File: src/hdl/utf8_to_utf16_transcoder_core_assert.svh
// Assertion macros for the transcoder core.
// Each macro expects signals named clk and rst_n where it is used.
`ifndef UTF8_TO_UTF16_TRANSCODER_CORE_ASSERT_SVH
`define UTF8_TO_UTF16_TRANSCODER_CORE_ASSERT_SVH
`ifndef SYNTHESIS
`define U8U_ASSERT_IMPL(lbl, ante, cons) \
    lbl: assert property (@(posedge clk) disable iff (!rst_n) (ante) |-> (cons)) \
        else $error("u8u16 assertion failed");
`define U8U_ASSERT_NEXT(lbl, ante, cons) \
    lbl: assert property (@(posedge clk) disable iff (!rst_n) (ante) |=> (cons)) \
        else $error("u8u16 assertion failed");
`else
`define U8U_ASSERT_IMPL(lbl, ante, cons)
`define U8U_ASSERT_NEXT(lbl, ante, cons)
`endif
`endif

File: src/hdl/u8u16_pkg.sv
package u8u16_pkg;

    localparam int BYTE_W  = 8;
    localparam int UNIT_W  = 16;
    localparam int POINT_W = 21;
    localparam int MAX_RES = 4;
    localparam int CNT_W   = $clog2(MAX_RES + 1);

    localparam logic [BYTE_W-1:0] LEAD2_MASK = 8'hE0;
    localparam logic [BYTE_W-1:0] LEAD2_PAT  = 8'hC0;
    localparam logic [BYTE_W-1:0] LEAD3_MASK = 8'hF0;
    localparam logic [BYTE_W-1:0] LEAD3_PAT  = 8'hE0;
    localparam logic [BYTE_W-1:0] LEAD4_MASK = 8'hF8;
    localparam logic [BYTE_W-1:0] LEAD4_PAT  = 8'hF0;
    localparam logic [BYTE_W-1:0] CONT_MASK  = 8'h3F;

    localparam logic [POINT_W-1:0] SUPP_BASE = 21'h10000;
    localparam logic [UNIT_W-1:0]  HI_SURR   = 16'hD800;
    localparam logic [UNIT_W-1:0]  LO_SURR   = 16'hDC00;
    localparam logic [UNIT_W-1:0]  TEN_MASK  = 16'h03FF;

    // All units caused by one input byte, oldest in slot 0.
    typedef struct packed {
        logic [MAX_RES-1:0][UNIT_W-1:0] units;
        logic [CNT_W-1:0]               cnt;
        logic                           last;
    } grp_t;

    function automatic logic [UNIT_W-1:0] raw_unit(input logic [BYTE_W-1:0] b);
        return {{(UNIT_W - BYTE_W){1'b0}}, b};
    endfunction

    // A held continuation byte rebuilt from its six payload bits.
    function automatic logic [UNIT_W-1:0] raw_cont(input logic [5:0] bits);
        return raw_unit({2'b10, bits});
    endfunction

endpackage

File: src/hdl/u8u16_if.sv
interface u8u16_byte_if;
    import u8u16_pkg::*;

    logic              valid;
    logic              ready;
    logic [BYTE_W-1:0] in_byte;
    logic              last_byte;

    modport source (output valid, output in_byte, output last_byte, input ready);
    modport sink   (input valid, input in_byte, input last_byte, output ready);
endinterface

interface u8u16_unit_if;
    import u8u16_pkg::*;

    logic              valid;
    logic              ready;
    logic [UNIT_W-1:0] code_unit;
    logic              end_of_run;
    logic              end_of_string;

    modport source (output valid, output code_unit, output end_of_run,
                    output end_of_string, input ready);
    modport sink   (input valid, input code_unit, input end_of_run,
                    input end_of_string, output ready);
endinterface

File: src/hdl/utf8_to_utf16_transcoder_core.sv
// Throughput: one byte per cycle while each byte yields at most one unit and the
// output is ready; a byte yielding several units holds the output until all are
// taken, and a one-group skid stage keeps input ready registered. Bytes that only
// extend a sequence yield nothing. Reset (rst_n low, asynchronous) clears the
// pending sequence and both buffers.
`include "utf8_to_utf16_transcoder_core_assert.svh"

module utf8_to_utf16_transcoder_core (
    input logic           clk,
    input logic           rst_n,
    u8u16_byte_if.sink    byte_stream,
    u8u16_unit_if.source  unit_stream
);
    import u8u16_pkg::*;

    logic [BYTE_W-1:0]  lead_reg, lead_next;
    logic [POINT_W-1:0] acc_reg, acc_next;
    logic [1:0]         needed_reg, needed_next;
    logic [1:0]         seen_reg, seen_next;
    grp_t               a_reg, a_next;
    grp_t               b_reg, b_next;

    grp_t               grp_new;
    logic               in_fire, out_fire, a_free;
    logic [BYTE_W-1:0]  b;
    logic               last;
    logic               pend, is_cont, complete;
    logic [POINT_W-1:0] acc_ext, v;
    logic [1:0]         seen_ext;
    logic               flush_en, fresh_en;
    logic [POINT_W-1:0] flush_acc;
    logic [1:0]         flush_seen;
    logic               is_lead;
    logic [1:0]         lead_need;
    logic [POINT_W-1:0] lead_bits;

    assign b        = byte_stream.in_byte;
    assign last     = byte_stream.last_byte;
    assign in_fire  = byte_stream.valid && byte_stream.ready;
    assign out_fire = unit_stream.valid && unit_stream.ready;

    assign byte_stream.ready         = (b_reg.cnt == '0);
    assign unit_stream.valid         = (a_reg.cnt != '0);
    assign unit_stream.code_unit     = a_reg.units[0];
    assign unit_stream.end_of_run    = (a_reg.cnt == CNT_W'(1));
    assign unit_stream.end_of_string = (a_reg.cnt == CNT_W'(1)) && a_reg.last;

    assign pend     = (needed_reg != 2'd0);
    assign is_cont  = (b[7:6] == 2'b10);
    assign acc_ext  = {acc_reg[POINT_W-7:0], b[5:0]};
    assign seen_ext = seen_reg + 2'd1;
    assign complete = (seen_ext >= needed_reg);
    assign v        = acc_ext - SUPP_BASE;

    always_comb
    begin
        is_lead   = 1'b1;
        lead_need = 2'd0;
        lead_bits = '0;
        if ((b & LEAD2_MASK) == LEAD2_PAT)
        begin
            lead_need = 2'd1;
            lead_bits = POINT_W'(b & ~LEAD2_MASK);
        end
        else if ((b & LEAD3_MASK) == LEAD3_PAT)
        begin
            lead_need = 2'd2;
            lead_bits = POINT_W'(b & ~LEAD3_MASK);
        end
        else if ((b & LEAD4_MASK) == LEAD4_PAT)
        begin
            lead_need = 2'd3;
            lead_bits = POINT_W'(b & ~LEAD4_MASK);
        end
        else
        begin
            is_lead = 1'b0;
        end
    end

    // Sequence tracking and the units caused by the byte on the input.
    always_comb
    begin
        lead_next   = lead_reg;
        acc_next    = acc_reg;
        needed_next = needed_reg;
        seen_next   = seen_reg;
        grp_new     = '0;
        grp_new.last = last;
        flush_en    = 1'b0;
        fresh_en    = 1'b0;
        flush_acc   = acc_reg;
        flush_seen  = seen_reg;

        if (pend && is_cont)
        begin
            if (complete)
            begin
                if (acc_ext < SUPP_BASE)
                begin
                    grp_new.units[0] = acc_ext[UNIT_W-1:0];
                    grp_new.cnt      = CNT_W'(1);
                end
                else
                begin
                    grp_new.units[0] = HI_SURR + UNIT_W'(v[POINT_W-1:10]);
                    grp_new.units[1] = LO_SURR + (v[UNIT_W-1:0] & TEN_MASK);
                    grp_new.cnt      = CNT_W'(2);
                end
                lead_next   = '0;
                acc_next    = '0;
                needed_next = 2'd0;
                seen_next   = 2'd0;
            end
            else if (last)
            begin
                flush_en   = 1'b1;
                flush_acc  = acc_ext;
                flush_seen = seen_ext;
            end
            else
            begin
                acc_next  = acc_ext;
                seen_next = seen_ext;
            end
        end
        else if (pend)
        begin
            flush_en = 1'b1;
            fresh_en = 1'b1;
        end
        else
        begin
            fresh_en = 1'b1;
        end

        // A broken or cut-off sequence goes out raw: lead byte, then held bytes.
        if (flush_en)
        begin
            grp_new.units[0] = raw_unit(lead_reg);
            case (flush_seen)
                2'd1:
                begin
                    grp_new.units[1] = raw_cont(flush_acc[5:0]);
                    grp_new.cnt      = CNT_W'(2);
                end
                2'd2:
                begin
                    grp_new.units[1] = raw_cont(flush_acc[11:6]);
                    grp_new.units[2] = raw_cont(flush_acc[5:0]);
                    grp_new.cnt      = CNT_W'(3);
                end
                default:
                begin
                    grp_new.cnt = CNT_W'(1);
                end
            endcase
            lead_next   = '0;
            acc_next    = '0;
            needed_next = 2'd0;
            seen_next   = 2'd0;
        end

        if (fresh_en)
        begin
            if (is_lead && !last)
            begin
                lead_next   = b;
                acc_next    = lead_bits;
                needed_next = lead_need;
                seen_next   = 2'd0;
            end
            else
            begin
                grp_new.units[grp_new.cnt[1:0]] = raw_unit(b);
                grp_new.cnt = grp_new.cnt + CNT_W'(1);
            end
        end
    end

    // Head group drains one unit per transfer; the skid group refills it.
    assign a_free = (a_reg.cnt == '0) || ((a_reg.cnt == CNT_W'(1)) && out_fire);

    always_comb
    begin
        a_next = a_reg;
        b_next = b_reg;
        if (out_fire)
        begin
            a_next.units = a_reg.units >> UNIT_W;
            a_next.cnt   = a_reg.cnt - CNT_W'(1);
        end
        if (b_reg.cnt != '0)
        begin
            if (a_free)
            begin
                a_next     = b_reg;
                b_next.cnt = '0;
            end
        end
        else if (in_fire && (grp_new.cnt != '0))
        begin
            if (a_free)
            begin
                a_next = grp_new;
            end
            else
            begin
                b_next = grp_new;
            end
        end
    end

    always_ff @(posedge clk or negedge rst_n)
    begin
        if (!rst_n)
        begin
            lead_reg   <= '0;
            acc_reg    <= '0;
            needed_reg <= 2'd0;
            seen_reg   <= 2'd0;
        end
        else if (in_fire)
        begin
            lead_reg   <= lead_next;
            acc_reg    <= acc_next;
            needed_reg <= needed_next;
            seen_reg   <= seen_next;
        end
    end

    always_ff @(posedge clk or negedge rst_n)
    begin
        if (!rst_n)
        begin
            a_reg <= '0;
            b_reg <= '0;
        end
        else
        begin
            a_reg <= a_next;
            b_reg <= b_next;
        end
    end

    `U8U_ASSERT_IMPL(a_skid_behind_head, b_reg.cnt != '0, a_reg.cnt != '0)
    `U8U_ASSERT_IMPL(a_seen_below_needed, needed_reg != 2'd0, seen_reg < needed_reg)
    `U8U_ASSERT_NEXT(a_last_clears_seq, in_fire && last, needed_reg == 2'd0)

endmodule
File: src/flat_wrapper.sv
// flat-port wrapper written by rule: the top's interface ports become plain ports
module utf8_to_utf16_transcoder_core_flat import u8u16_pkg::*;
  (clk, rst_n, byte_stream_valid, byte_stream_in_byte, byte_stream_last_byte, byte_stream_ready, unit_stream_valid, unit_stream_code_unit, unit_stream_end_of_run, unit_stream_end_of_string, unit_stream_ready);
  u8u16_byte_if byte_stream_i ();
  u8u16_unit_if unit_stream_i ();
  input logic clk;
  input logic rst_n;
  input wire logic [$bits(byte_stream_i.valid)-1:0] byte_stream_valid;
  input wire logic [$bits(byte_stream_i.in_byte)-1:0] byte_stream_in_byte;
  input wire logic [$bits(byte_stream_i.last_byte)-1:0] byte_stream_last_byte;
  output wire logic [$bits(byte_stream_i.ready)-1:0] byte_stream_ready;
  output wire logic [$bits(unit_stream_i.valid)-1:0] unit_stream_valid;
  output wire logic [$bits(unit_stream_i.code_unit)-1:0] unit_stream_code_unit;
  output wire logic [$bits(unit_stream_i.end_of_run)-1:0] unit_stream_end_of_run;
  output wire logic [$bits(unit_stream_i.end_of_string)-1:0] unit_stream_end_of_string;
  input wire logic [$bits(unit_stream_i.ready)-1:0] unit_stream_ready;
  assign byte_stream_i.valid = byte_stream_valid;
  assign byte_stream_i.in_byte = byte_stream_in_byte;
  assign byte_stream_i.last_byte = byte_stream_last_byte;
  assign byte_stream_ready = byte_stream_i.ready;
  assign unit_stream_valid = unit_stream_i.valid;
  assign unit_stream_code_unit = unit_stream_i.code_unit;
  assign unit_stream_end_of_run = unit_stream_i.end_of_run;
  assign unit_stream_end_of_string = unit_stream_i.end_of_string;
  assign unit_stream_i.ready = unit_stream_ready;
  utf8_to_utf16_transcoder_core u_core (.clk(clk), .rst_n(rst_n), .byte_stream(byte_stream_i), .unit_stream(unit_stream_i));
endmodule
File: config.mk
export PLATFORM = sky130hd
export DESIGN_NAME = utf8_to_utf16_transcoder_core_flat
export DESIGN_NICKNAME = d
export VERILOG_FILES = /design/src/hdl/u8u16_pkg.sv /design/src/hdl/u8u16_if.sv /design/src/hdl/utf8_to_utf16_transcoder_core.sv /design/src/flat_wrapper.sv
export VERILOG_INCLUDE_DIRS = /design/src /design/src/hdl
export SDC_FILE = /design/constraint.sdc
export NUM_CORES = 1
export LEC_CHECK = 0
export BUFFER_PORTS_ARGS = -buffer_cell sky130_fd_sc_hd__buf_2
export CAP_MARGIN = 40
export CORE_UTILIZATION = 65
export CTS_BUF_LIST = sky130_fd_sc_hd__clkbuf_16
export DETAILED_ROUTE_END_ITERATION = 8
export PLACE_DENSITY = 0.81
export SYNTH_ARGS = -nofsm -noshare
export SYNTH_HDL_FRONTEND = slang
export SYNTH_SLANG_ARGS = --single-unit
File: constraint.sdc
create_clock -name clk -period 13.3 [get_ports clk]
set_clock_uncertainty 0.2 [all_clocks]
set_input_delay 3.325 -clock clk [delete_from_list [all_inputs] [get_ports clk]]
set_output_delay 3.325 -clock clk [all_outputs]
set_load 0.1 [all_outputs]
==> results.md <==
- Status: completed
- Worst hold path class: flip-flop to flip-flop
- Post-route setup TNS: 0 ns
- Final Non-Filler Cells: 871
- Pwr per Cell Area: 245 mW/mm^2
- Design area: 0.00820 mm^2
- R2R depth: 17
- Via Count: 6,065
- TritonCTS Buffers: 17
- Inst Count DP: 839
- Ys async rst share: 100%
- Cts repair resizes: 0
- Hold_buf cts: 0
- Clk sinks: 142
- Reg2reg end: u_core.b_reg[0]$_DFFE_PN0P_
- ANT cells: 0
- Hold Fails Final Rpt: 0
- Hold Path Origin: u_core.lead_reg[7]$_DFFE_PN0P_
- DR DRC count: 0
- DR pass1 iterations: 7
- Crit Reg-Reg Startpoint: u_core.seen_reg[0]$_DFFE_PN0P_
- Number of setup buffers added after CTS: 0
- Skew-Pair Late Insertion Delay: 0.42 ns
- Slew margin rel.: 37.4%
- # IOs: 33
- Startpoint types: input port
- Area growth from synthesis to layout: 8.15%
- Crit path kind: input port to flip-flop
- Ys Warns: 0
- Detailed placement HPWL: 13,400 um
- Number of synthesized flops with an enable pin: 0
- Worst Path Max Fanout: 44
- Minimum clock period after layout: 7.48 ns
- Synth unique cells: 68
- Synth top area share: 46.9%
- Initial core utilization: 66.7%
- Placed Area: 0.00767 mm^2
- CP required: 13.40 ns
- Max FFs per register: 52
- Avg Cell Area, Syn: 10.5 um^2
- Die area: 0.0121 mm^2
- Share of cells above drive strength 1: 13.3%
- Final period util: 56.2%
- Final WL: 20,000 um
- Vias in the first global route: 5,767
- Slew Limit Fails: 0
- Vias per inst: 6.96
- # rows: 39
- Grt ovf: 0
- CTS tree: built
- F_max: 134 MHz
- Setup crit end kind: flip-flop
- Least-Margin Pin Slew: 0.932 ns
- Synth Register Bits: 142
- Reg clk slew, reported paths: 0.06 ns
- Main flop type after synthesis: dfrtp_1
- Netlist Area Pre-Place: 0.00758 mm^2
- Crit path DAT: 7.58 ns
- Unrepaired setup endpoints after global routing: false
- Htree depth: 4
- Max Cap Viol: 0
- Syn Inst Count: 721
- Clock root cell: clkbuf_16
- Setup slack, reg-to-reg: 8.03 ns
- Top cells by area, synth: dfrtp_1 (47%), mux2i_1 (11%), a222oi_1 (4.4%)
- Largest net degree at the start of global routing: 59
- Post-synth top area cell: dfrtp_1
- Max VDD drop: 0.223 mV
- Die Wd: 110 um
- Post-Syn Nets: 748
- WL per Instance: 23.0 um
- First-pass GRT wire length: 31,200 um
- Endpoints failing setup: 0
- Die Y: 110 um
- Final ANT Viol Nets: 0
- DRT iter0 DRCs: 770
- Clock buffer depth: 2
- Hold Path Sink: u_core.lead_reg[7]$_DFFE_PN0P_
- Static leakage: 3.82 nW
- Placer Congestion: 0.961
- Hold depth: 2
- Tot GR Track Use: 35.3%
- PortBufs: 32
- Final nets: 742
- Initial antenna violation count: 0
- Worst setup path start: byte_stream_in_byte[6]
- Core area: 0.0114 mm^2
- Register area share after synthesis: 46.9%
worst max path at each step:
stage / depth (start not counted) / endpoint
after floorplan: 17 / u_core.a_reg[20]$_DFF_PN0_
after global placement: 16 / u_core.a_reg[56]$_DFF_PN0_
after detailed placement: 17 / u_core.b_reg[0]$_DFFE_PN0P_
after CTS: 17 / u_core.b_reg[0]$_DFFE_PN0P_
after global routing: 18 / u_core.b_reg[0]$_DFFE_PN0P_
final: 17 / u_core.b_reg[0]$_DFFE_PN0P_
per-stage QoR:
| stage | hold slack, ns | power [mW] | worst slack [ns] | utilization, % |
|---|---|---|---|---|
| floorplan | 0.247 | 1.39 | 6.39 | - |
| global placement | 0.271 | 1.52 | 5.59 | 66.8 |
| detailed placement | 0.273 | 1.56 | 5.45 | 67.4 |
| CTS | 0.292 | 1.99 | 5.87 | 72.1 |
| global route | 0.334 | 2.10 | 5.49 | 72.1 |
| finish | 0.284 | 2.01 | 5.82 | 72.1 |
cell usage in the layout (no fill, tap or decap), types with 8 or more instances in the layout:
cell type	Yosys	routed
a21oi_1	25	25
a221o_1	12	12
a221oi_1	12	12
a222oi_1	33	33
a22o_1	19	19
a31oi_1	10	10
a32oi_1	9	9
and2_1	8	8
and3_1	16	16
buf_2	11	31
clkbuf_16	0	17
dfrtp_1	142	142
ha_1	14	14
inv_1	52	54
mux2i_1	81	81
nand2_1	74	73
nor2_1	31	30
o21ai_0	26	26
area by class of cell:
type                       count  area (um^2)
multi-input combinational    460         3460
timing repair buffer          41          279
clock buffer                  17          425
clock inverter                15          108
inverter                      53          199
sequential                   142         3550
tap                          143          179
fill                         798         3170
worst max-delay path, cell delays in order:
cell	delay (ns)
buf_2	0.16
nand2b_1	0.23
a2111oi_4	0.49
and2_1	0.36
nand2_1	0.12
xnor2_1	0.22
inv_1	0.09
ha_1	0.20
o21bai_1	0.19
nor2_1	0.21
a21oi_1	0.14
ha_1	0.34
nand3b_1	0.15
a32oi_4	0.17
nor2_4	0.12
buf_4	0.59
mux2_2	0.41
routing by layer:
| metal | vias up | global-route usage, % | routed length, um |
|---|---|---|---|
| met5 | - | 0 | 0 |
| met2 | 320 | 54.2 | 9460 |
| met3 | 56 | 8.88 | 1650 |
| met4 | 0 | 15.2 | 648 |
| met1 | 3037 | 47.8 | 8280 |
| li1 | 2652 | - | - |
synthesized netlist by cell type, types with 14 or more instances:
library cell / number
and3_1: 16
nor2_1: 31
clkbuf_1: 22
dfrtp_1: 142
mux2i_1: 81
a21oi_1: 25
a22o_1: 19
buf_4: 16
ha_1: 14
o21ai_0: 26
nand2_1: 74
inv_1: 52
a222oi_1: 33
kinds of logic after synthesis:
group	count (synthesis)	share of synthesized area (%)
DFF	142	46.9
buffers and inverters	119	7.67
and+or+nand+nor	162	10.3
muxes	85	11.3
adders and majority gates	14	2.31
AOI/OAI and AO/OA	193	20.8
xor gates and xnor gates	6	0.693
report_power, final:
| group | internal, mW | switching [mW] | leakage (nW) |
|---|---|---|---|
| logic | 0.285 | 0.648 | 1.69 |
| clock network | 0.252 | 0.180 | 0.259 |
| registers | 0.549 | 0.0919 | 1.87 |
| total | 1.09 | 0.919 | 3.82 |
(Power assumes the default switching activity.)
